===== src/rtl/fti_pkg.sv =====
// fti_pkg: shared types, constants and helper functions of the escape-time iterator
// no dependencies; imported by fti_fixmul, fti_core and escape_time_fractal_iterator
package fti_pkg;

    // default parameter values
    localparam int DEF_COORD_WIDTH = 32;
    localparam int DEF_FRAC_BITS   = 28;
    localparam int DEF_COUNT_WIDTH = 16;

    // internal datapath: z components are 64-bit signed, clamped to +/-(2^63-1)
    localparam int Z_WIDTH    = 64;
    localparam int HALF_WIDTH = Z_WIDTH / 2;
    localparam int PROD_WIDTH = 2 * Z_WIDTH;
    localparam int MAG_WIDTH  = 52;

    localparam logic signed [Z_WIDTH-1:0] ZMAX    = {1'b0, {(Z_WIDTH-1){1'b1}}};
    localparam logic signed [Z_WIDTH-1:0] ZMIN    = {1'b1, {(Z_WIDTH-1){1'b0}}};
    localparam logic [MAG_WIDTH-1:0]      MAG_MAX = {MAG_WIDTH{1'b1}};

    // configuration register indexes
    typedef enum logic [1:0] {
        CFG_KIND     = 2'd0,
        CFG_MAX_ITER = 2'd1,
        CFG_C_REAL   = 2'd2,
        CFG_C_IMAG   = 2'd3
    } t_cfg_index;

    // sequencer states
    typedef enum logic [2:0] {
        ST_IDLE,
        ST_ISSUE,
        ST_WAIT,
        ST_UPDATE,
        ST_DONE
    } t_core_state;

    // which product the shared multiplier works on
    typedef enum logic [1:0] {
        PROD_RR,
        PROD_II,
        PROD_RI
    } t_prod;

    // request to the shared multiplier
    typedef struct packed {
        logic start;
        logic half_shift;
    } t_mul_req;

    // saturate a widened sum to the clamp range
    function automatic logic signed [Z_WIDTH-1:0] sat_z(input logic signed [Z_WIDTH+1:0] v);
        logic signed [Z_WIDTH+1:0] lim_hi;
        logic signed [Z_WIDTH+1:0] lim_lo;
        lim_hi = (Z_WIDTH+2)'(ZMAX);
        lim_lo = -lim_hi;
        if (v > lim_hi) begin
            return ZMAX;
        end else if (v < lim_lo) begin
            return -ZMAX;
        end
        return v[Z_WIDTH-1:0];
    endfunction

    // the most negative 64-bit value is pulled into the symmetric range
    function automatic logic signed [Z_WIDTH-1:0] clamp_z(input logic signed [Z_WIDTH-1:0] v);
        return (v == ZMIN) ? -ZMAX : v;
    endfunction

    // round(0.8 * 2^frac), split so that no intermediate overflows
    function automatic logic [Z_WIDTH-1:0] c_real_default_mag(input int frac);
        logic [Z_WIDTH-1:0] one;
        one = Z_WIDTH'(1) << frac;
        return (one / 5) * 4 + ((one % 5) * 4 + 2) / 5;
    endfunction

    // round(0.156 * 2^frac)
    function automatic logic [Z_WIDTH-1:0] c_imag_default_mag(input int frac);
        logic [Z_WIDTH-1:0] one;
        one = Z_WIDTH'(1) << frac;
        return (one / 250) * 39 + ((one % 250) * 39 + 125) / 250;
    endfunction

endpackage


===== src/rtl/fti_fixmul.sv =====
// fti_fixmul: shared fixed-point multiplier, floor(a*b / 2^s) saturated to +/-(2^63-1)
// four 32x32 partial products over successive cycles; depends on fti_pkg
module fti_fixmul
    import fti_pkg::*;
#(
    parameter int FRAC_BITS = DEF_FRAC_BITS
) (
    input  logic                      i_clk,
    input  logic                      i_rst_n,
    input  t_mul_req                  i_req,
    input  logic signed [Z_WIDTH-1:0] i_a,
    input  logic signed [Z_WIDTH-1:0] i_b,
    output logic                      o_done,
    output logic signed [Z_WIDTH-1:0] o_result
);

    localparam int NUM_PP     = 4;
    localparam int STEP_DONE  = NUM_PP + 1;
    localparam int STEP_WIDTH = $clog2(STEP_DONE + 1);

    logic                    r_busy;
    logic [STEP_WIDTH-1:0]   r_step;
    logic [Z_WIDTH-1:0]      r_ma;
    logic [Z_WIDTH-1:0]      r_mb;
    logic                    r_neg;
    logic                    r_half;
    logic [Z_WIDTH-1:0]      r_pp;
    logic [1:0]              r_pp_pos;
    logic [PROD_WIDTH-1:0]   r_acc;

    logic [Z_WIDTH-1:0]      a_mag;
    logic [Z_WIDTH-1:0]      b_mag;
    logic [PROD_WIDTH-1:0]   bias;
    logic [HALF_WIDTH-1:0]   a_sel;
    logic [HALF_WIDTH-1:0]   b_sel;
    logic [Z_WIDTH-1:0]      pp_next;
    logic [1:0]              pp_pos_next;
    logic [PROD_WIDTH-1:0]   pp_shifted;
    logic [PROD_WIDTH-1:0]   quot;
    logic                    quot_sat;
    logic [Z_WIDTH-2:0]      mag_out;

    // operand magnitudes and floor bias for negative products
    assign a_mag = i_a[Z_WIDTH-1] ? Z_WIDTH'(-i_a) : i_a;
    assign b_mag = i_b[Z_WIDTH-1] ? Z_WIDTH'(-i_b) : i_b;
    assign bias  = (i_a[Z_WIDTH-1] ^ i_b[Z_WIDTH-1])
                 ? ((PROD_WIDTH'(1) << (i_req.half_shift ? FRAC_BITS - 1 : FRAC_BITS))
                    - PROD_WIDTH'(1))
                 : '0;

    // partial product select: step bit 1 picks a half, step bit 0 picks b half
    assign a_sel       = r_step[1] ? r_ma[Z_WIDTH-1:HALF_WIDTH] : r_ma[HALF_WIDTH-1:0];
    assign b_sel       = r_step[0] ? r_mb[Z_WIDTH-1:HALF_WIDTH] : r_mb[HALF_WIDTH-1:0];
    assign pp_next     = a_sel * b_sel;
    assign pp_pos_next = {1'b0, r_step[1]} + {1'b0, r_step[0]};

    // align the registered partial product
    always_comb begin
        case (r_pp_pos)
            2'd0:    pp_shifted = {{Z_WIDTH{1'b0}}, r_pp};
            2'd1:    pp_shifted = {{HALF_WIDTH{1'b0}}, r_pp, {HALF_WIDTH{1'b0}}};
            default: pp_shifted = {r_pp, {Z_WIDTH{1'b0}}};
        endcase
    end

    // sequencing control
    always_ff @(posedge i_clk) begin
        if (!i_rst_n) begin
            r_busy <= 1'b0;
            r_step <= '0;
        end else if (i_req.start) begin
            r_busy <= 1'b1;
            r_step <= '0;
        end else if (r_busy) begin
            if (r_step == STEP_WIDTH'(STEP_DONE)) begin
                r_busy <= 1'b0;
            end else begin
                r_step <= r_step + STEP_WIDTH'(1);
            end
        end
    end

    // operands, partial product and accumulator
    always_ff @(posedge i_clk) begin
        if (i_req.start) begin
            r_ma   <= a_mag;
            r_mb   <= b_mag;
            r_neg  <= i_a[Z_WIDTH-1] ^ i_b[Z_WIDTH-1];
            r_half <= i_req.half_shift;
            r_acc  <= bias;
        end else if (r_busy) begin
            if (r_step < STEP_WIDTH'(NUM_PP)) begin
                r_pp     <= pp_next;
                r_pp_pos <= pp_pos_next;
            end
            if (r_step != '0 && r_step <= STEP_WIDTH'(NUM_PP)) begin
                r_acc <= r_acc + pp_shifted;
            end
        end
    end

    // shift, saturate and restore the sign
    assign quot     = r_half ? (r_acc >> (FRAC_BITS - 1)) : (r_acc >> FRAC_BITS);
    assign quot_sat = |quot[PROD_WIDTH-1:Z_WIDTH-1];
    assign mag_out  = quot_sat ? ZMAX[Z_WIDTH-2:0] : quot[Z_WIDTH-2:0];
    assign o_result = r_neg ? -$signed({1'b0, mag_out}) : $signed({1'b0, mag_out});
    assign o_done   = r_busy && (r_step == STEP_WIDTH'(STEP_DONE));

endmodule


===== src/rtl/fti_core.sv =====
// fti_core: iteration sequencer holding z, the squares and the escape bookkeeping
// drives one fti_fixmul for all three products of an iteration; depends on fti_pkg
module fti_core
    import fti_pkg::*;
#(
    parameter int FRAC_BITS   = DEF_FRAC_BITS,
    parameter int COUNT_WIDTH = DEF_COUNT_WIDTH
) (
    input  logic                      i_clk,
    input  logic                      i_rst_n,
    input  logic                      i_start,
    input  logic signed [Z_WIDTH-1:0] i_pr,
    input  logic signed [Z_WIDTH-1:0] i_pi,
    input  logic signed [Z_WIDTH-1:0] i_cr,
    input  logic signed [Z_WIDTH-1:0] i_ci,
    input  logic [COUNT_WIDTH-1:0]    i_max_iter,
    output logic                      o_idle,
    output logic                      o_res_valid,
    input  logic                      i_res_taken,
    output logic [COUNT_WIDTH-1:0]    o_res_count,
    output logic [MAG_WIDTH-1:0]      o_res_mag
);

    localparam logic [Z_WIDTH-1:0] ESCAPE = Z_WIDTH'(4) << FRAC_BITS;

    t_core_state               r_state, n_state;
    t_prod                     r_prod, n_prod;
    logic signed [Z_WIDTH-1:0] r_zr, n_zr;
    logic signed [Z_WIDTH-1:0] r_zi, n_zi;
    logic signed [Z_WIDTH-1:0] r_cr, n_cr;
    logic signed [Z_WIDTH-1:0] r_ci, n_ci;
    logic signed [Z_WIDTH-1:0] r_r2, n_r2;
    logic signed [Z_WIDTH-1:0] r_i2, n_i2;
    logic signed [Z_WIDTH-1:0] r_cross, n_cross;
    logic [COUNT_WIDTH-1:0]    r_iter, n_iter;
    logic                      r_escaped, n_escaped;
    logic                      r_post, n_post;
    logic [COUNT_WIDTH-1:0]    r_res_count, n_res_count;
    logic [MAG_WIDTH-1:0]      r_res_mag, n_res_mag;

    t_mul_req                  mul_req;
    logic signed [Z_WIDTH-1:0] mul_a;
    logic signed [Z_WIDTH-1:0] mul_b;
    logic                      mul_done;
    logic signed [Z_WIDTH-1:0] mul_result;

    logic signed [Z_WIDTH+1:0] sum_re;
    logic signed [Z_WIDTH+1:0] sum_im;
    logic signed [Z_WIDTH-1:0] new_re;
    logic signed [Z_WIDTH-1:0] new_im;
    logic [Z_WIDTH-1:0]        mag_sq;
    logic [MAG_WIDTH-1:0]      mag_clip;
    logic                      escape_hit;

    // shared multiplier
    assign mul_a = (r_prod == PROD_II) ? r_zi : r_zr;
    assign mul_b = (r_prod == PROD_RR) ? r_zr : r_zi;

    fti_fixmul #(
        .FRAC_BITS (FRAC_BITS)
    ) u_fixmul (
        .i_clk    (i_clk),
        .i_rst_n  (i_rst_n),
        .i_req    (mul_req),
        .i_a      (mul_a),
        .i_b      (mul_b),
        .o_done   (mul_done),
        .o_result (mul_result)
    );

    // z update and magnitude from the truncated squares
    assign sum_re     = (Z_WIDTH+2)'(r_r2) - (Z_WIDTH+2)'(r_i2) + (Z_WIDTH+2)'(r_cr);
    assign sum_im     = (Z_WIDTH+2)'(r_cross) + (Z_WIDTH+2)'(r_ci);
    assign new_re     = sat_z(sum_re);
    assign new_im     = sat_z(sum_im);
    assign mag_sq     = {1'b0, r_r2[Z_WIDTH-2:0]} + {1'b0, r_i2[Z_WIDTH-2:0]};
    assign escape_hit = (mag_sq >= ESCAPE);
    assign mag_clip   = (|mag_sq[Z_WIDTH-1:MAG_WIDTH]) ? MAG_MAX : mag_sq[MAG_WIDTH-1:0];

    // state register
    always_ff @(posedge i_clk) begin
        if (!i_rst_n) begin
            r_state <= ST_IDLE;
        end else begin
            r_state <= n_state;
        end
    end

    // datapath registers
    always_ff @(posedge i_clk) begin
        r_prod      <= n_prod;
        r_zr        <= n_zr;
        r_zi        <= n_zi;
        r_cr        <= n_cr;
        r_ci        <= n_ci;
        r_r2        <= n_r2;
        r_i2        <= n_i2;
        r_cross     <= n_cross;
        r_iter      <= n_iter;
        r_escaped   <= n_escaped;
        r_post      <= n_post;
        r_res_count <= n_res_count;
        r_res_mag   <= n_res_mag;
    end

    // next state and sequencing
    always_comb begin
        n_state     = r_state;
        n_prod      = r_prod;
        n_zr        = r_zr;
        n_zi        = r_zi;
        n_cr        = r_cr;
        n_ci        = r_ci;
        n_r2        = r_r2;
        n_i2        = r_i2;
        n_cross     = r_cross;
        n_iter      = r_iter;
        n_escaped   = r_escaped;
        n_post      = r_post;
        n_res_count = r_res_count;
        n_res_mag   = r_res_mag;
        mul_req     = '0;

        unique case (r_state)
            ST_IDLE: begin
                if (i_start) begin
                    n_zr      = i_pr;
                    n_zi      = i_pi;
                    n_cr      = i_cr;
                    n_ci      = i_ci;
                    n_iter    = '0;
                    n_escaped = 1'b0;
                    n_post    = 1'b0;
                    n_prod    = PROD_RR;
                    n_state   = ST_ISSUE;
                end
            end
            ST_ISSUE: begin
                mul_req.start      = 1'b1;
                mul_req.half_shift = (r_prod == PROD_RI);
                n_state            = ST_WAIT;
            end
            ST_WAIT: begin
                if (mul_done) begin
                    unique case (r_prod)
                        PROD_RR: begin
                            n_r2    = mul_result;
                            n_prod  = PROD_II;
                            n_state = ST_ISSUE;
                        end
                        PROD_II: begin
                            n_i2    = mul_result;
                            n_prod  = PROD_RI;
                            n_state = ST_ISSUE;
                        end
                        PROD_RI: begin
                            n_cross = mul_result;
                            n_state = ST_UPDATE;
                        end
                        default: begin
                            n_state = ST_IDLE;
                        end
                    endcase
                end
            end
            ST_UPDATE: begin
                n_prod = PROD_RR;
                if (r_escaped) begin
                    // two extra iterations after escape, then report
                    if (r_post) begin
                        n_zr    = new_re;
                        n_zi    = new_im;
                        n_post  = 1'b0;
                        n_state = ST_ISSUE;
                    end else begin
                        n_res_count = r_iter;
                        n_res_mag   = mag_clip;
                        n_state     = ST_DONE;
                    end
                end else if (r_iter != '0 && escape_hit) begin
                    n_escaped = 1'b1;
                    n_post    = 1'b1;
                    n_zr      = new_re;
                    n_zi      = new_im;
                    n_state   = ST_ISSUE;
                end else if (r_iter == i_max_iter) begin
                    // bounded point
                    n_res_count = '0;
                    n_res_mag   = '0;
                    n_state     = ST_DONE;
                end else begin
                    n_zr    = new_re;
                    n_zi    = new_im;
                    n_iter  = r_iter + COUNT_WIDTH'(1);
                    n_state = ST_ISSUE;
                end
            end
            ST_DONE: begin
                if (i_res_taken) begin
                    n_state = ST_IDLE;
                end
            end
            default: begin
                n_state = ST_IDLE;
            end
        endcase
    end

    assign o_idle      = (r_state == ST_IDLE);
    assign o_res_valid = (r_state == ST_DONE);
    assign o_res_count = r_res_count;
    assign o_res_mag   = r_res_mag;

endmodule


===== src/rtl/escape_time_fractal_iterator.sv =====
// Escape-time fractal iterator: one complex point in, one (count, |z|^2) result out.
// A point is iterated z = z*z + c with a single shared multiplier that builds each 64x64
// product from four 32x32 partial products; an iteration is three products plus an update.
// The reset limit of max_iterations is 256. One point is in work at a time; its result sits
// in an output register so that the next point can be taken while the result waits. The
// user must see that configuration is written only while the block is idle; the block
// itself does not enforce it. Depends on fti_pkg, fti_core and fti_fixmul.
module escape_time_fractal_iterator
    import fti_pkg::*;
#(
    parameter int COORD_WIDTH = DEF_COORD_WIDTH,
    parameter int FRAC_BITS   = DEF_FRAC_BITS,
    parameter int COUNT_WIDTH = DEF_COUNT_WIDTH
) (
    input  logic                                   i_clk,
    input  logic                                   i_rst_n,
    // configuration write port
    input  logic                                   i_cfg_we,
    input  logic [1:0]                             i_cfg_index,
    input  logic [(COORD_WIDTH > COUNT_WIDTH ? COORD_WIDTH : COUNT_WIDTH)-1:0] i_cfg_data,
    // point request
    input  logic                                   i_valid,
    output logic                                   o_stall,
    input  logic signed [COORD_WIDTH-1:0]          i_point_real,
    input  logic signed [COORD_WIDTH-1:0]          i_point_imag,
    // result output
    output logic                                   o_valid,
    input  logic                                   i_stall,
    output logic [COUNT_WIDTH-1:0]                 o_escape_count,
    output logic [MAG_WIDTH-1:0]                   o_final_magnitude_sq
);

    localparam logic [COUNT_WIDTH-1:0] MAX_ITER_RESET = COUNT_WIDTH'(256);
    localparam logic [COORD_WIDTH-1:0] C_REAL_RESET   =
        COORD_WIDTH'(-c_real_default_mag(FRAC_BITS));
    localparam logic [COORD_WIDTH-1:0] C_IMAG_RESET   =
        COORD_WIDTH'(c_imag_default_mag(FRAC_BITS));

    logic                          r_kind;
    logic [COUNT_WIDTH-1:0]        r_max_iter;
    logic signed [COORD_WIDTH-1:0] r_c_real;
    logic signed [COORD_WIDTH-1:0] r_c_imag;

    logic                          r_out_valid;
    logic [COUNT_WIDTH-1:0]        r_out_count;
    logic [MAG_WIDTH-1:0]          r_out_mag;

    logic                          core_idle;
    logic                          core_res_valid;
    logic [COUNT_WIDTH-1:0]        core_res_count;
    logic [MAG_WIDTH-1:0]          core_res_mag;
    logic                          in_accept;
    logic                          out_load;
    logic signed [Z_WIDTH-1:0]     pr;
    logic signed [Z_WIDTH-1:0]     pi;
    logic signed [Z_WIDTH-1:0]     cr;
    logic signed [Z_WIDTH-1:0]     ci;

    // configuration registers
    always_ff @(posedge i_clk) begin
        if (!i_rst_n) begin
            r_kind     <= 1'b0;
            r_max_iter <= MAX_ITER_RESET;
            r_c_real   <= C_REAL_RESET;
            r_c_imag   <= C_IMAG_RESET;
        end else if (i_cfg_we) begin
            unique case (t_cfg_index'(i_cfg_index))
                CFG_KIND:     r_kind     <= i_cfg_data[0];
                CFG_MAX_ITER: r_max_iter <= i_cfg_data[COUNT_WIDTH-1:0];
                CFG_C_REAL:   r_c_real   <= i_cfg_data[COORD_WIDTH-1:0];
                CFG_C_IMAG:   r_c_imag   <= i_cfg_data[COORD_WIDTH-1:0];
                default:      r_kind     <= r_kind;
            endcase
        end
    end

    // widen coordinates and pick c by fractal kind
    assign pr = clamp_z(Z_WIDTH'(i_point_real));
    assign pi = clamp_z(Z_WIDTH'(i_point_imag));
    assign cr = r_kind ? clamp_z(Z_WIDTH'(r_c_real)) : pr;
    assign ci = r_kind ? clamp_z(Z_WIDTH'(r_c_imag)) : pi;

    assign in_accept = i_valid && core_idle;
    assign o_stall   = !core_idle;

    fti_core #(
        .FRAC_BITS   (FRAC_BITS),
        .COUNT_WIDTH (COUNT_WIDTH)
    ) u_core (
        .i_clk       (i_clk),
        .i_rst_n     (i_rst_n),
        .i_start     (in_accept),
        .i_pr        (pr),
        .i_pi        (pi),
        .i_cr        (cr),
        .i_ci        (ci),
        .i_max_iter  (r_max_iter),
        .o_idle      (core_idle),
        .o_res_valid (core_res_valid),
        .i_res_taken (out_load),
        .o_res_count (core_res_count),
        .o_res_mag   (core_res_mag)
    );

    // output register, loads when empty or being drained
    assign out_load = core_res_valid && (!r_out_valid || !i_stall);

    always_ff @(posedge i_clk) begin
        if (!i_rst_n) begin
            r_out_valid <= 1'b0;
        end else if (out_load) begin
            r_out_valid <= 1'b1;
        end else if (!i_stall) begin
            r_out_valid <= 1'b0;
        end
    end

    always_ff @(posedge i_clk) begin
        if (out_load) begin
            r_out_count <= core_res_count;
            r_out_mag   <= core_res_mag;
        end
    end

    assign o_valid              = r_out_valid;
    assign o_escape_count       = r_out_count;
    assign o_final_magnitude_sq = r_out_mag;

endmodule

===== config.mk =====
export PLATFORM = sky130hd
export DESIGN_NAME = escape_time_fractal_iterator
export DESIGN_NICKNAME = d
export VERILOG_FILES = /design/src/rtl/fti_pkg.sv /design/src/rtl/fti_fixmul.sv /design/src/rtl/fti_core.sv /design/src/rtl/escape_time_fractal_iterator.sv
export SDC_FILE = /design/constraint.sdc
export NUM_CORES = 2
export LEC_CHECK = 0
export BUFFER_PORTS_ARGS = -buffer_cell sky130_fd_sc_hd__buf_4
export CAP_MARGIN = 20
export CORE_MARGIN = 2
export CORE_UTILIZATION = 40
export DETAILED_ROUTE_END_ITERATION = 16
export GPL_TIMING_DRIVEN = 0
export PLACE_DENSITY = 0.56
export SYNTH_ARGS = -nofsm -noshare
export SYNTH_HDL_FRONTEND = slang
export SYNTH_SLANG_ARGS = --single-unit
export TNS_END_PERCENT = 1

===== constraint.sdc =====
create_clock -name i_clk -period 18.5 [get_ports i_clk]
set_input_delay 0 -clock i_clk [delete_from_list [all_inputs] [get_ports i_clk]]
set_output_delay 0 -clock i_clk [all_outputs]
set_load 0.02 [all_outputs]

-- Word-level counts from Yosys, hierarchy flattened
Index checks and enable logic that the tools add are counted.
- register bits after elaboration: 1017
- latch bits: 0
- memory bits (writable): 0
- bits in read-only memories: 0
- bits of input ports: 103
- output and inout bits: 70
- word-level logic and storage cells: 211
- memories: 0
- $add $sub $neg: 12
- multiply operators: 1
- div/mod/pow operators: 0
- magnitude comparators: 7
- eq/ne operators: 29
- shift-type cells: 1
- muxes and demuxes: 83
- bitwise operators: 4
- reduce and logical (&&, ||, !) cells: 42
- operator list (cell ; count):
    $mux 64 ; 25
    $mux 128 ; 4
    $mux 52 ; 5
    $eq 32x64->1 const B ; 4
    $pmux 128 s2 ; 1
    $pmux 64 s2 ; 2
    $mux 63 ; 3
    $gt 66x64->1 const B ; 2
    $lt 66x64->1 const B ; 2
    $add 128x128->128 ; 1
    $mux 16 ; 8
    $neg 64->64 ; 2
    $shl 1x5->128 const A ; 1
    $sub 128x1->128 const B ; 1
    $mux 101 ; 1
    $add 65x64->66 ; 1
    $add 64x64->65 ; 1
    $reduce_or 65->1 ; 1
    $sub 64x64->65 ; 1
    $add 63x63->64 ; 1
    $ge 64x31->1 const B ; 1
    $mul 32x32->64 ; 1
    $mux 32 ; 2
    $neg 63->64 ; 1
    other kinds (40) ; 107

-- Longest topological paths before layout
- word-level depth: 10
- depth in mapped cells: 38
- depth with buffers taken out: 34

-- Cells and area by module
From an unflattened synthesis, not the netlist that was laid out.
- cells, all modules: 10712
- area total of the unflattened synthesis: 100526.4 µm²
- modules (own cells, without submodules) (module ; times used ; cells each ; area an instance (µm²) ; sequential area each (µm²)):
    fti_fixmul ; 1 ; 6703 ; 58909.0 ; 9809.4
    fti_core ; 1 ; 3533 ; 35509.1 ; 16155.5
    escape_time_fractal_iterator ; 1 ; 476 ; 6108.4 ; 3683.5

-- Least setup slack after synthesis
Ideal clock, no wire load.
- path type: register to register
- start: register u_core.r_i2[1]
- end: register u_core.r_zi[0] (enable)
- setup time: 792 ps
- data arrival time: 12362 ps
- data required time: 17708 ps
- path slack: 5347 ps
- cell stages (with the launch flop): 17
- buffers on the path: 0
- period minus slack after synthesis: 13153 ps
- path through: edfxtp_1 -> inv_1 -> ha_1 -> nor2b_1 -> o311ai_0 -> a211oi_1 -> o21ai_0 -> a2111o_1 -> a31oi_1 -> a211oi_1 -> o21bai_1 -> and2_1 -> nor2_1 -> o2111ai_1 -> o31ai_1 -> a22o_1 -> o21ai_0
- cells in the longest elaborated chain, start to end: 5
- RTL lines (what ; line ; RTL):
    from (decl) ; fti_core.sv:33 ; logic signed [Z_WIDTH-1:0] r_i2, n_i2;
    from (signal assigned) ; fti_core.sv:97 ; r_i2 <= n_i2;
    $add 63x63->64 ; fti_core.sv:76 ; assign mag_sq = {1'b0, r_r2[Z_WIDTH-2:0]} + {1'b0, r_i2[Z_WIDTH-2:0]};
    $ge 64x31->1 ; fti_core.sv:77 ; assign escape_hit = (mag_sq >= ESCAPE);
    $logic_and 1x1->1 ; fti_core.sv:180 ; end else if (r_iter != '0 && escape_hit) begin
    $ne 4x2->1 (no line) ; -- ;
    $reduce_and 4->1 (no line) ; -- ;
    to (signal assigned) ; fti_core.sv:93 ; r_zi <= n_zi;
    to (decl) ; fti_core.sv:29 ; logic signed [Z_WIDTH-1:0] r_zi, n_zi;
Every way passes these cells.
A chain may end at the register's enable or synchronous reset.

-- Final worst setup path
- start: register u_core.u_fixmul.r_step[1]
- end: register u_core.u_fixmul.r_pp[62] (data pin)
- cells in the longest elaborated chain, start to end: 2
- RTL lines (what ; line ; RTL):
    from (decl) ; fti_fixmul.sv:22 ; logic [STEP_WIDTH-1:0] r_step;
    from (signal assigned) ; fti_fixmul.sv:78 ; r_step <= r_step + STEP_WIDTH'(1);
    $mux 32 ; fti_fixmul.sv:52 ; assign a_sel = r_step[1] ? r_ma[Z_WIDTH-1:HALF_WIDTH] : r_ma[HALF_WIDTH-1:0];
    $mul 32x32->64 ; fti_fixmul.sv:54 ; assign pp_next = a_sel * b_sel;
    named net u_core.u_fixmul.pp_next[62] ; fti_fixmul.sv:36 ; logic [Z_WIDTH-1:0] pp_next;
    to (signal assigned) ; fti_fixmul.sv:93 ; r_pp <= pp_next;
    to (decl) ; fti_fixmul.sv:27 ; logic [Z_WIDTH-1:0] r_pp;
The timed path passes the listed nets, and every way through them passes these cells.

==> flow_summary_export.csv <==
group,metric,value,unit
logic_synthesis,synth_ff_type,"edfxtp_1",
floorplanning,rows,181,
global_routing,grt_max_degree,66,
clock_tree,clk_latency,0.83,ns
global_routing,grt_first_pass_wirelength,618500,µm
detailed_routing,ant_nets,0,
logic_synthesis,synth-xor-area-share,0.04901,
hold_path,hold_path.class,"primary input to register",
logic_synthesis,synth_cell_type_count,96,
cells_and_area,fillers,23700,
logic_synthesis,synth-compound-area-share,0.1238,
sta,period_needed,13.22,ns
cells_and_area,regArea,0.02773,mm²
logic_synthesis,synthAdderAreaFrac,0.2792,
logic_synthesis,syn_inst,10650,
detailed_routing,post_drt_wl_per_cell,30.25,µm
detailed_routing,vias,84150,
setup_path,worstPathRequired,19.04,ns
logic_synthesis,syn_area_per_cell,9.233,µm²
sta,period_share,0.7147,
sta,finalHoldViolations,0,
logic_synthesis,ys_seq_area_frac,0.2821,
floorplanning,core_area,0.2439,mm²
floorplanning,die_w,499.7,µm
setup_path,cp-end-kind,"register",
sta,finalMaxSlewViolations,0,
setup_path,cp-startpoint,"u_core.u_fixmul.r_step[1]",
logic_synthesis,syn_area,0.09830,mm²
sta,finalSetupViolations,0,
placement,dp_hpwl,364100,µm
sta,fmax,75.63,MHz
sta,worst_pin_slew,1.370,ns
logic_synthesis,ys_ff_latch,953,
clock_tree,cts-root-buf,"clkbuf_16",
sta,hold_ws,0.04166,ns
logic_synthesis,synth_mux_area_frac,0.04088,
placement,place.gp.congestion,1.012,
detailed_routing,via_per_inst,5.807,
clock_tree,htree_levels,3,
setup_path,worstPathArrival,13.76,ns
clock_tree,cts_tree,"yes",
cells_and_area,drive_gt1_frac,0.06360,
logic_synthesis,synth_edf_count,864,
setup_path,setup.worst_path.start_class,"register",
clock_tree,clockBufferDepth,3,
floorplanning,die_y,499.7,µm
floorplanning,start_util,0.4030,
floorplanning,dieArea,0.2497,mm²
logic_synthesis,synth_fp_nets,12370,
sta,setup_ws,5.278,ns
clock_tree,cts-buffers-inserted,112,
logic_synthesis,async_reset_ff_frac,0,
global_routing,gr-total-overflow,0,
setup_path,rr_startpoint,"u_core.u_fixmul.r_step[1]",
setup_path,rrSetupSlack,5.28,ns
logic_synthesis,yosysWarnings,0,
logic_synthesis,synthSimpleGateAreaFrac,0.1525,
hold_path,worstHoldPathCells,4,
cells_and_area,post-route-util,0.4534,
placement,dp_slack,5.421,ns
cells_and_area,final_common_cell,"inv_1",
global_routing,grt_usage,0.3475,
detailed_routing,drcViolationCount,0,
detailed_routing,first_pass_iters,6,
setup_path,critical_path_class,"register to register",
setup_path,cpPeakStageDelay,0.93,ns
clock_tree,cts.clk_slew.worst_paths,0.06,ns
sta,max_slew_margin,0.08635,
global_routing,antenna_found_initial,41,
clock_tree,cts-resized-gates,0,
job,maxCapViolCount,0,
cells_and_area,fin_nets,12890,
cells_and_area,multi_input_area,0.06366,mm²
setup_path,crit_fanout,10,
sta,rsz0062_at_grt,"false",
setup_path,r2r_end,"u_core.u_fixmul.r_pp[62]",
cells_and_area,most-common-layout-cells,"1372 x inv_1, 1189 x nor2_1, 1098 x nand2_1",
setup_path,cpMaxStageDelayCell,"buf_1",
hold_path,hold_start,"i_cfg_data[19]",
status,status,"finished, final reports clean",
logic_synthesis,synth_top_family_by_area,"adder cells",
setup_path,crit_top_cell,"fa_1",
sta,finalSetupTns,0,ns
clock_tree,cts.sinks,953,
detailed_routing,drt-initial-drc-count,9650,
floorplanning,ios,173,
hold_path,whs_endpoint,"r_c_real[19]",
global_routing,grt_pass1_vias,82460,
sta,skew,0.1020,ns
cells_and_area,area_growth,12.51,%
setup_path,r2r_cells,33,
detailed_routing,routed_wl,438300,µm
placement,port_buffers,171,
-- area by class of cell --
cell class,count,area share
Antenna cell,15,0.0003394
Buffer,514,0.01780
Clock buffer,140,0.02721
Clock inverter,73,0.007071
Inverter,1375,0.04669
Multi-Input combinational cell,7804,0.5756
Sequential cell,953,0.2507
Tap cell,3202,0.03623
Timing Repair Buffer,415,0.03833
-- state kept, by name, indices dropped and copies added (netlist names), 32 cells and up --
register               cells
u_core.u_fixmul.r_ma      64
u_core.o_res_mag          52
r_c_imag                  32
u_core.u_fixmul.r_mb      64
u_core.u_fixmul.r_pp      64
u_core.r_r2               64
r_c_real                  32
u_core.r_zi               64
u_core.r_cross            64
u_core.r_i2               64
u_core.r_cr               32
u_core.r_ci               32
u_core.u_fixmul.r_acc    128
o_final_magnitude_sq      52
u_core.r_zr               64
-- how the worst max path moves through the flow --
stage,endpoint,slack [ns],cells after the start
after floorplan,u_core.r_zi[0],5.35,16
after global placement,u_core.r_zr[47],-0.57,16
after global routing,u_core.u_fixmul.r_pp[62],4.97,33
after CTS,u_core.u_fixmul.r_pp[62],5.33,33
after detailed placement,u_core.u_fixmul.r_pp[62],5.42,33
final,u_core.u_fixmul.r_pp[62],5.28,33
-- kinds of logic after synthesis --
family	count (synthesis)
compound gates	1900
simple gates	3354
buf+inv	1889
mux	384
fa+ha+maj	1616
xor+xnor	550
flops	953
-- cells in the mapped netlist (34+ instances only) --
cell | count | area [µm²]
a211oi_1 | 82 | 615.6
a21boi_0 | 84 | 630.6
a21o_1 | 228 | 1712
a21oi_1 | 572 | 2863
a22o_1 | 34 | 297.8
a31oi_1 | 76 | 475.5
and2_1 | 116 | 725.7
and3_1 | 39 | 244.0
buf_1 | 44 | 165.2
clkbuf_1 | 453 | 1700
dfxtp_1 | 89 | 1782
edfxtp_1 | 864 | 25940
fa_1 | 963 | 19280
ha_1 | 653 | 8170
inv_1 | 1374 | 5157
mux2_2 | 140 | 1577
mux2i_1 | 244 | 2442
nand2_1 | 1099 | 4125
nand2b_1 | 55 | 344.1
nand3_1 | 158 | 790.8
nand4_1 | 133 | 832.1
nor2_1 | 1192 | 4474
nor2b_1 | 95 | 594.3
nor3_1 | 235 | 1176
nor4_1 | 82 | 513.0
o21a_1 | 89 | 668.1
o21ai_0 | 360 | 1802
o21bai_1 | 81 | 608.1
o31ai_1 | 75 | 563.0
xnor2_1 | 354 | 3100
xor2_1 | 196 | 1717
-- stage by stage --
step                std cells  cell area, µm²
finish                  14490          110600
global route            14480          110600
CTS                     14460          110400
detailed placement      14110          105200
global placement        14020          103600
floorplan               10650           98300
-- layer usage --
layer | routed length [µm] | part of all wire | vias to the layer above | GRT usage
li1 | - | - | 36870 | -
met1 | 196600 | 0.45 | 42640 | 0.5104
met2 | 180300 | 0.41 | 3955 | 0.4963
met3 | 42460 | 0.097 | 666 | 0.07901
met4 | 18890 | 0.043 | 12 | 0.1269
met5 | 76 | 0.00017 | - | 0
-- critical path: cells and delay by family (launching register included) --
family | cells | cell delay, ns
buf+inv | 8 | 2.99
fa+ha+maj | 9 | 4.64
flops | 1 | 0.63
simple gates | 2 | 0.36
compound gates | 12 | 3.29
xor+xnor | 1 | 0.11
mux | 1 | 0.88
-- what timing repair did --
action                                 4_1_cts  5_1_grt
setup buffers                                0        0
setup endpoints to repair                    0        0
hold buffers                               144        0
endpoints found under the hold margin      296        0
Power is not shown: default switching activity piles up to over one toggle a cycle in this logic, so the estimate is an artifact.
